--- config.mk ---
export PLATFORM = sky130hd
export DESIGN_NAME = id3v2_text_frame_extractor_top
export DESIGN_NICKNAME = d
export VERILOG_FILES = /design/src/id3_pkg.sv /design/src/id3v2_text_frame_extractor_top.sv /design/src/id3_parse.sv
export VERILOG_INCLUDE_DIRS = /design/src /design/src/src
export SDC_FILE = /design/constraint.sdc
export NUM_CORES = 1
export LEC_CHECK = 0
export BUFFER_PORTS_ARGS = -buffer_cell sky130_fd_sc_hd__buf_4
export CORE_ASPECT_RATIO = 2
export CORE_MARGIN = 5
export CORE_UTILIZATION = 31
export CTS_CLUSTER_SIZE = 10
export DETAILED_ROUTE_END_ITERATION = 6
export PLACE_DENSITY_LB_ADDON = 0.1
export RECOVER_POWER = 50
export SETUP_SLACK_MARGIN = 0.5
export SLEW_MARGIN = 0
export SYNTH_ARGS = -nofsm -noshare
export SYNTH_HDL_FRONTEND = slang
export SYNTH_HIERARCHICAL = 1
export SYNTH_SLANG_ARGS = --single-unit
--- constraint.sdc ---
create_clock -name i_clk -period 4.9 [get_ports i_clk]
set_input_delay 0.98 -clock i_clk [delete_from_list [all_inputs] [get_ports i_clk]]
set_output_delay 0.98 -clock i_clk [all_outputs]
set_load 0.02 [all_outputs]
--- src/assert_macros.svh ---
// assertion macros for the tag frame parser top level
// expects i_clk and i_rst_n in the including scope
`ifndef ASSERT_MACROS_SVH
`define ASSERT_MACROS_SVH

// condition must hold at every clock edge out of reset
`define ID3_ASSERT_ALWAYS(label, cond, msg) \
    label: assert property (@(posedge i_clk) disable iff (!i_rst_n) (cond)) else $error(msg);

// antecedent in one cycle implies consequent in the same cycle
`define ID3_ASSERT_IMPLY(label, ante, cons, msg) \
    label: assert property (@(posedge i_clk) disable iff (!i_rst_n) (ante) |-> (cons)) \
        else $error(msg);

`endif

--- src/id3_pkg.sv ---
`timescale 1ns / 1ps
// shared types and constants for the tag frame parser
// no dependencies
package id3_pkg;

    typedef struct packed {
        logic [7:0] data_byte;
        logic       end_of_buffer;
    } t_in_item;

    typedef struct packed {
        logic [1:0] field_kind;
        logic [7:0] value_byte;
        logic       has_byte;
        logic       last_of_value;
        logic       truncated;
    } t_out_item;

    localparam logic [0:0] CFG_MAX_VALUE_LEN = 1'd0;
    localparam logic [0:0] CFG_FIELD_ENABLE  = 1'd1;

    localparam logic [7:0] MAX_VALUE_LEN_RST = 8'd62;
    localparam logic [2:0] FIELD_ENABLE_RST  = 3'd7;

    localparam logic [1:0] KIND_TITLE  = 2'd0;
    localparam logic [1:0] KIND_ARTIST = 2'd1;
    localparam logic [1:0] KIND_ALBUM  = 2'd2;
    localparam logic [1:0] KIND_NONE   = 2'd3;

    localparam logic [7:0]  SIG_BYTE0 = 8'h49;
    localparam logic [7:0]  SIG_BYTE1 = 8'h44;
    localparam logic [7:0]  SIG_BYTE2 = 8'h33;
    localparam logic [6:0]  SYNCSAFE_MASK = 7'h7F;
    localparam logic [31:0] ID_TITLE  = 32'h5449_5432;
    localparam logic [31:0] ID_ARTIST = 32'h5450_4531;
    localparam logic [31:0] ID_ALBUM  = 32'h5441_4C42;

endpackage

--- src/id3v2_text_frame_extractor_top.sv ---
`timescale 1ns / 1ps
// top level: input register, parser, result register, configuration registers
// depends on id3_pkg, id3_parse and assert_macros.svh
//
// channel   direction  signals                             request
// input     in         i_in_valid, i_in_data, o_in_stall   one buffer byte
// output    out        o_out_valid, o_out_data, i_out_stall zero or one per byte
// config    in         i_cfg_we, i_cfg_index, i_cfg_data   register write
//
// one byte per cycle unless the output stalls; each result goes from r_in to r_out
// the parser state machine advances once per byte from the input register
// the input register holds one byte while a result waits on a stalled output
// reset is synchronous; the parser, valid flags and config registers get defaults
// a byte marked end of buffer returns the parser to its reset state
`include "assert_macros.svh"

module id3v2_text_frame_extractor_top import id3_pkg::*; (
    input  logic       i_clk,
    input  logic       i_rst_n,
    input  logic       i_in_valid,
    input  t_in_item   i_in_data,
    output logic       o_in_stall,
    output logic       o_out_valid,
    output t_out_item  o_out_data,
    input  logic       i_out_stall,
    input  logic       i_cfg_we,
    input  logic [0:0] i_cfg_index,
    input  logic [7:0] i_cfg_data
);

    logic       r_in_valid;
    t_in_item   r_in;
    logic       r_out_valid;
    t_out_item  r_out;
    logic [7:0] r_max_value_len;
    logic [2:0] r_field_enable;

    logic       advance;
    logic       res_valid;
    t_out_item  res;

    assign advance    = r_in_valid && (!r_out_valid || !i_out_stall);
    assign o_in_stall = r_in_valid && !advance;
    assign o_out_valid = r_out_valid;
    assign o_out_data  = r_out;

    id3_parse u_parse (
        .i_clk       (i_clk),
        .i_rst_n     (i_rst_n),
        .i_step      (advance),
        .i_item      (r_in),
        .i_max_len   (r_max_value_len),
        .i_enable    (r_field_enable),
        .o_res_valid (res_valid),
        .o_res       (res)
    );

    always_ff @(posedge i_clk) begin
        if (!i_rst_n) begin
            r_max_value_len <= MAX_VALUE_LEN_RST;
            r_field_enable  <= FIELD_ENABLE_RST;
        end else if (i_cfg_we) begin
            case (i_cfg_index)
                CFG_MAX_VALUE_LEN: r_max_value_len <= i_cfg_data;
                CFG_FIELD_ENABLE:  r_field_enable  <= i_cfg_data[2:0];
                default: ;
            endcase
        end
    end

    always_ff @(posedge i_clk) begin
        if (!i_rst_n) begin
            r_in_valid <= 1'b0;
        end else if (i_in_valid && !o_in_stall) begin
            r_in_valid <= 1'b1;
        end else if (advance) begin
            r_in_valid <= 1'b0;
        end
    end

    always_ff @(posedge i_clk) begin
        if (i_in_valid && !o_in_stall) begin
            r_in <= i_in_data;
        end
    end

    always_ff @(posedge i_clk) begin
        if (!i_rst_n) begin
            r_out_valid <= 1'b0;
        end else if (advance && res_valid) begin
            r_out_valid <= 1'b1;
        end else if (!i_out_stall) begin
            r_out_valid <= 1'b0;
        end
    end

    always_ff @(posedge i_clk) begin
        if (advance && res_valid) begin
            r_out <= res;
        end
    end

    `ID3_ASSERT_IMPLY(a_hold_on_stall, r_out_valid && i_out_stall && r_in_valid, o_in_stall, "input not held while output stalled")
    `ID3_ASSERT_IMPLY(a_marker_last, o_out_valid && !o_out_data.has_byte, o_out_data.last_of_value, "marker without last")
    `ID3_ASSERT_IMPLY(a_trunc_last, o_out_valid && o_out_data.truncated, o_out_data.last_of_value, "truncated without last")
    `ID3_ASSERT_ALWAYS(a_kind_range, !o_out_valid || o_out_data.field_kind != KIND_NONE, "bad field kind")

endmodule

--- src/id3_parse.sv ---
`timescale 1ns / 1ps
// per-byte tag and frame header state machine with value extraction
// depends on id3_pkg
module id3_parse import id3_pkg::*; (
    input  logic       i_clk,
    input  logic       i_rst_n,
    input  logic       i_step,
    input  t_in_item   i_item,
    input  logic [7:0] i_max_len,
    input  logic [2:0] i_enable,
    output logic       o_res_valid,
    output t_out_item  o_res
);

    localparam logic [2:0] PH_TAG_HDR   = 3'd0;
    localparam logic [2:0] PH_FRAME_HDR = 3'd1;
    localparam logic [2:0] PH_ENCODING  = 3'd2;
    localparam logic [2:0] PH_VALUE     = 3'd3;
    localparam logic [2:0] PH_SKIP      = 3'd4;
    localparam logic [2:0] PH_IDLE      = 3'd5;

    logic [2:0]  r_phase, n_phase;
    logic [3:0]  r_header_count, n_header_count;
    logic [27:0] r_tag_length, n_tag_length;
    logic [31:0] r_byte_offset, n_byte_offset;
    logic [31:0] r_frame_ident, n_frame_ident;
    logic [31:0] r_frame_length, n_frame_length;
    logic [3:0]  r_frame_header_count, n_frame_header_count;
    logic [31:0] r_bytes_left, n_bytes_left;
    logic [7:0]  r_value_count, n_value_count;
    logic [1:0]  r_current_kind, n_current_kind;

    logic [2:0]  ph;
    logic [7:0]  b;
    logic        eob;
    logic [1:0]  kind;
    logic        kind_en;
    logic [31:0] len_m1;
    logic [31:0] left_m1;
    logic [7:0]  count_m1;
    logic        sig_bad;

    assign b   = i_item.data_byte;
    assign eob = i_item.end_of_buffer;
    assign len_m1   = r_frame_length - 32'd1;
    assign left_m1  = r_bytes_left - 32'd1;
    assign count_m1 = r_value_count - 8'd1;

    always_comb begin
        case (r_frame_ident)
            ID_TITLE:  kind = KIND_TITLE;
            ID_ARTIST: kind = KIND_ARTIST;
            ID_ALBUM:  kind = KIND_ALBUM;
            default:   kind = KIND_NONE;
        endcase
        case (kind)
            KIND_TITLE:  kind_en = i_enable[0];
            KIND_ARTIST: kind_en = i_enable[1];
            KIND_ALBUM:  kind_en = i_enable[2];
            default:     kind_en = 1'b0;
        endcase
        sig_bad = (r_header_count == 4'd0 && b != SIG_BYTE0) ||
                  (r_header_count == 4'd1 && b != SIG_BYTE1) ||
                  (r_header_count == 4'd2 && b != SIG_BYTE2);
    end

    always_comb begin
        n_phase              = r_phase;
        n_header_count       = r_header_count;
        n_tag_length         = r_tag_length;
        n_byte_offset        = r_byte_offset;
        n_frame_ident        = r_frame_ident;
        n_frame_length       = r_frame_length;
        n_frame_header_count = r_frame_header_count;
        n_bytes_left         = r_bytes_left;
        n_value_count        = r_value_count;
        n_current_kind       = r_current_kind;
        o_res_valid          = 1'b0;
        o_res.field_kind     = r_current_kind;
        o_res.value_byte     = 8'd0;
        o_res.has_byte       = 1'b0;
        o_res.last_of_value  = 1'b1;
        o_res.truncated      = 1'b0;

        ph = r_phase;
        // tag end reached at a frame boundary
        if (r_phase == PH_FRAME_HDR && r_frame_header_count == 4'd0 &&
            r_byte_offset >= {4'd0, r_tag_length}) begin
            ph = PH_IDLE;
        end
        n_phase = ph;
        if (ph != PH_TAG_HDR && ph != PH_IDLE && r_byte_offset != '1) begin
            n_byte_offset = r_byte_offset + 32'd1;
        end

        case (ph)
            PH_TAG_HDR: begin
                if (sig_bad) begin
                    n_phase = PH_IDLE;
                end else begin
                    if (r_header_count >= 4'd6) begin
                        n_tag_length = {r_tag_length[20:0], b[6:0] & SYNCSAFE_MASK};
                    end
                    if (r_header_count >= 4'd9) begin
                        n_byte_offset        = 32'd0;
                        n_phase              = PH_FRAME_HDR;
                        n_frame_header_count = 4'd0;
                    end else begin
                        n_header_count = r_header_count + 4'd1;
                    end
                end
            end
            PH_FRAME_HDR: begin
                if (r_frame_header_count < 4'd4) begin
                    n_frame_ident = {r_frame_ident[23:0], b};
                end else if (r_frame_header_count < 4'd8) begin
                    n_frame_length = {r_frame_length[23:0], b};
                end
                if (r_frame_header_count >= 4'd9) begin
                    if (r_frame_length == 32'd0) begin
                        n_phase = PH_IDLE;
                    end else begin
                        if (kind != KIND_NONE) begin
                            n_current_kind = kind;
                        end
                        n_frame_header_count = 4'd0;
                        if (kind_en) begin
                            n_phase = PH_ENCODING;
                        end else begin
                            n_bytes_left = len_m1;
                            n_phase = (len_m1 == 32'd0) ? PH_FRAME_HDR : PH_SKIP;
                        end
                    end
                end else begin
                    n_frame_header_count = r_frame_header_count + 4'd1;
                end
            end
            PH_ENCODING: begin
                n_bytes_left  = len_m1;
                n_value_count = (r_frame_length <= {24'd0, i_max_len}) ?
                                len_m1[7:0] : i_max_len;
                if (n_value_count == 8'd0) begin
                    o_res_valid = 1'b1;
                end else if (eob) begin
                    o_res_valid     = 1'b1;
                    o_res.truncated = 1'b1;
                end
                if (len_m1 == 32'd0) begin
                    n_phase              = PH_FRAME_HDR;
                    n_frame_header_count = 4'd0;
                end else begin
                    n_phase = (n_value_count != 8'd0) ? PH_VALUE : PH_SKIP;
                end
            end
            PH_VALUE: begin
                n_bytes_left        = left_m1;
                n_value_count       = count_m1;
                o_res_valid         = 1'b1;
                o_res.value_byte    = b;
                o_res.has_byte      = 1'b1;
                o_res.last_of_value = (count_m1 == 8'd0) || eob;
                o_res.truncated     = eob && (count_m1 != 8'd0);
                if (left_m1 == 32'd0) begin
                    n_phase              = PH_FRAME_HDR;
                    n_frame_header_count = 4'd0;
                end else if (count_m1 == 8'd0) begin
                    n_phase = PH_SKIP;
                end
            end
            PH_SKIP: begin
                if (r_bytes_left <= 32'd1) begin
                    n_bytes_left         = 32'd0;
                    n_phase              = PH_FRAME_HDR;
                    n_frame_header_count = 4'd0;
                end else begin
                    n_bytes_left = left_m1;
                end
            end
            default: begin
                n_phase = PH_IDLE;
            end
        endcase
    end

    always_ff @(posedge i_clk) begin
        if (!i_rst_n || (i_step && eob)) begin
            r_phase              <= PH_TAG_HDR;
            r_header_count       <= 4'd0;
            r_tag_length         <= 28'd0;
            r_byte_offset        <= 32'd0;
            r_frame_ident        <= 32'd0;
            r_frame_length       <= 32'd0;
            r_frame_header_count <= 4'd0;
            r_bytes_left         <= 32'd0;
            r_value_count        <= 8'd0;
            r_current_kind       <= KIND_TITLE;
        end else if (i_step) begin
            r_phase              <= n_phase;
            r_header_count       <= n_header_count;
            r_tag_length         <= n_tag_length;
            r_byte_offset        <= n_byte_offset;
            r_frame_ident        <= n_frame_ident;
            r_frame_length       <= n_frame_length;
            r_frame_header_count <= n_frame_header_count;
            r_bytes_left         <= n_bytes_left;
            r_value_count        <= n_value_count;
            r_current_kind       <= n_current_kind;
        end
    end

endmodule
==> flow_summary.json <==
{
  "outcome": "finished, violations left",
  "violations": "max-capacitance violations, max-slew violations",
  "gr-total-overflow": 0,
  "worst-slew-pin-transition_ns": 1.939,
  "count_of_nets_left_with_antenna_violations_after_detail_routing": 0,
  "dieArea_um2": 43940,
  "yosys_most_used_dff": "dfxtp_1",
  "power.density_nw_per_um2": 285.5,
  "final_design_area_no_fill_um2": 13740,
  "worst_endpoint_required_time_ns": 5.39,
  "synth_top_cell_area_share": 0.3097,
  "p_leak_nw": 4.928,
  "cts_inserted_buffers": 25,
  "detail_route.vias_per_cell": 5.552,
  "place_worst_setup_slack_ns": 0.8807,
  "cp.arrival_ns": 4.55,
  "peakVddDrop_v": 0.0002266,
  "synth_edf_count": 22,
  "postPlaceCellArea_um2": 13130,
  "fin_ws_ns": 0.8414,
  "ctsRootBufferMaster": "clkbuf_16",
  "io_pins": 38,
  "rows": 103,
  "synth_top_cells_by_count": "dfxtp_1 (190), nor2_1 (157), nand2_1 (143)",
  "ctsHoldBuffers": 0,
  "clock_sink_count": 212,
  "setup-tns-final_ns": 0,
  "worstSetupStartpointType": "primary input",
  "cts.reportedPaths.clkPinSlew_ns": 0.06,
  "finalWeightedCongestion": 0.9364,
  "setup_skew_ns": 0.01098,
  "tightest_slew_margin_relative_to_the_limit": -0.2960,
  "route.detailed.drc": 0,
  "synth_cell_types": 77,
  "dr.pass1.iters": 5,
  "post_cts_setup_bufs": 0,
  "worstPathMaxFanout": 46,
  "track_usage": 0.1955,
  "drt-total-wl_mm": 43.63,
  "die_width_um": 150.7,
  "endpoints_failing_setup": 0,
  "maxCapViolations": 2,
  "clock_insertion_delay_worst_skew_ns": 0.55,
  "finalCriticalPeriod_ns": 4.059,
  "synth_largest_area_cell": "dfxtp_1",
  "synth_area_um2": 12280,
  "cts-htree-levels": 1,
  "yosysWarnings": 6,
  "final_net_count": 1588,
  "mean_cell_area_of_the_mapped_netlist_um2": 8.150,
  "rsz0062_at_grt": "false",
  "synth.ff_latch_count": 212,
  "share_of_final_layout_standard_cells_stronger_than_drive_strength_1": 0.07945,
  "timing_worst_setup_path_type": "primary input to flip-flop",
  "wl_per_cell_um": 21.30,
  "maximum_frequency_from_static_timing_analysis_mhz": 246.4,
  "grt_max_degree": 47,
  "most_frequent_cell_after_synthesis": "dfxtp_1",
  "tritoncts": "built",
  "ys_top_cells_by_area": "dfxtp_1 (31%), mux2i_1 (5.9%), edfxtp_1 (5.4%)",
  "mappedNetlistNets": 1582,
  "cts_resized": 0,
  "via_count": 11370,
  "cell_count_after_synthesis": 1507,
  "number_of_antenna_violations_at_the_first_check_in_global_routing": 0,
  "synth_sequential_area_ratio": 0.3635,
  "first_pass_grt_wire_length_mm": 66.87,
  "detailed_place_hpwl_mm": 32.78,
  "die_h_um": 291.5,
  "vias_in_the_first_global_route": 11340,
  "critical_path.endpoint_type": "flip-flop",
  "hold_viol_final": 0,
  "growth_of_design_area_from_synthesis_to_finish_pct": 11.89,
  "drtIter0Drc": 588,
  "flop2flop_setup_slack_ns": 0.87,
  "core_um2": 39310,
  "ctsLongestPathBuffers": 3,
  "numPortBuffers": 37,
  "min-delay-path-class": "flip-flop to flip-flop",
  "fillers": 4166,
  "initial_core_utilization": 0.3125,
  "antenna_cells_inserted": 0,
  "utilization": 0.3496,
  "synthArstFlopShare": 0,
  "final-max-slew-violation-count": 76,
  "final.period_utilization": 0.8283
}
-- cells in the final DEF (no fill, tap or decap), types with 8 or more instances in the layout --
master	n
dfxtp_1	190
nor2_1	157
nand2_1	144
a21oi_1	110
mux2i_1	73
inv_1	69
o21ai_0	63
nor3_1	59
ha_1	52
nor4_1	49
buf_4	47
nand4_1	43
nand3_1	30
clkbuf_1	29
xor2_1	28
clkbuf_16	25
xnor2_1	25
o211ai_1	23
edfxtp_1	22
o31ai_1	22
or4_1	18
and3_1	17
or3_1	17
a211oi_1	13
a21o_1	11
nor2b_1	10
nor4b_1	10
a31oi_1	10
o21a_1	9
clkbuf_4	9
nand3b_1	8
-- critical path, stage by stage --
cell      delay [ns]
clkbuf_1        0.11
nand2_1         0.07
and2_0          0.43
nand2_1         0.20
nand2_1         1.11
a31oi_1         1.25
nand2_1         0.11
a21oi_1         0.15
a31o_2          0.11
-- stage by stage --
| step | power [mW] | instances | hold WS, ns |
|---|---|---|---|
| 2_1_floorplan | 2.096 | 1507 | 0.4080 |
| 3_3_place_gp | 2.250 | 2011 | 0.4376 |
| 3_5_place_dp | 2.250 | 2011 | 0.4433 |
| 4_1_cts | 4.001 | 2048 | 0.4611 |
| 5_1_grt | 4.091 | 2048 | 0.4668 |
| 6_report | 3.924 | 2048 | 0.4513 |
-- path summary, 6_finish.rpt --
check,startpoint,to,cells after the start
setup / recovery,i_out_stall,u_parse/r_byte_offset[27],9
setup reg to reg,u_parse/r_frame_length[0],u_parse/r_phase[2],11
hold / removal,u_parse/r_current_kind[0],o_out_data[11],0
hold reg to reg,u_parse/r_current_kind[0],o_out_data[11],0
-- flip-flops by register name (all words and copies together), names as in the netlist --
signal	count
o_out_valid	1
u_parse/r_current_kind	2
o_out_data	13
r_max_value_len	8
u_parse/r_header_count	4
u_parse/r_bytes_left	32
u_parse/r_value_count	8
r_field_enable	3
r_in_valid	1
u_parse/r_phase	3
r_in	9
u_parse/r_frame_header_count	4
u_parse/r_frame_ident	32
u_parse/r_tag_length	28
u_parse/r_frame_length	32
u_parse/r_byte_offset	32
-- logic make-up (layout without fill, tap and decap cells) --
| kind of cell | Yosys count | after routing | share of synthesized area |
|---|---|---|---|
| muxes | 74 | 74 | 0.06041 |
| buffers and inverters | 167 | 183 | 0.05562 |
| adders and majority gates | 52 | 52 | 0.05297 |
| AOI/OAI and AO/OA | 326 | 326 | 0.1685 |
| DFF | 212 | 212 | 0.3635 |
| xor gates and xnor gates | 53 | 53 | 0.03780 |
| and+or+nand+nor | 623 | 623 | 0.2612 |
-- where the power goes --
part | total (mW) | leakage, nW | internal, mW | switching [mW]
sequential | 1.80 | 1.72 | 1.77 | 0.0340
combinational | 0.407 | 2.88 | 0.127 | 0.281
clock | 1.71 | 0.337 | 0.949 | 0.763
total | 3.92 | 4.93 | 2.85 | 1.08
-- cell type report --
type	instances	area (µm²)	share of cell area
Multi-Input combinational cell	1128	7163	0.5213
Sequential cell	212	4464	0.3249
Clock inverter	1	20.02	0.001457
Clock buffer	36	676.9	0.04926
Timing Repair Buffer	77	501.7	0.03651
Tap cell	525	656.9	0.04780
Inverter	69	259.0	0.01885
-- layer usage --
layer / wire length [µm] / global-route usage / part of all wire / vias to the layer above
met4: 2653 / 0.1043 / 0.061 / 0
met5: 0 / 0 / 0 / -
met3: 1198 / 0.01745 / 0.027 / 131
met2: 24740 / 0.3879 / 0.57 / 285
li1: - / - / - / 5499
met1: 15040 / 0.1918 / 0.34 / 5456
Power figures use the tool's default switching activity.
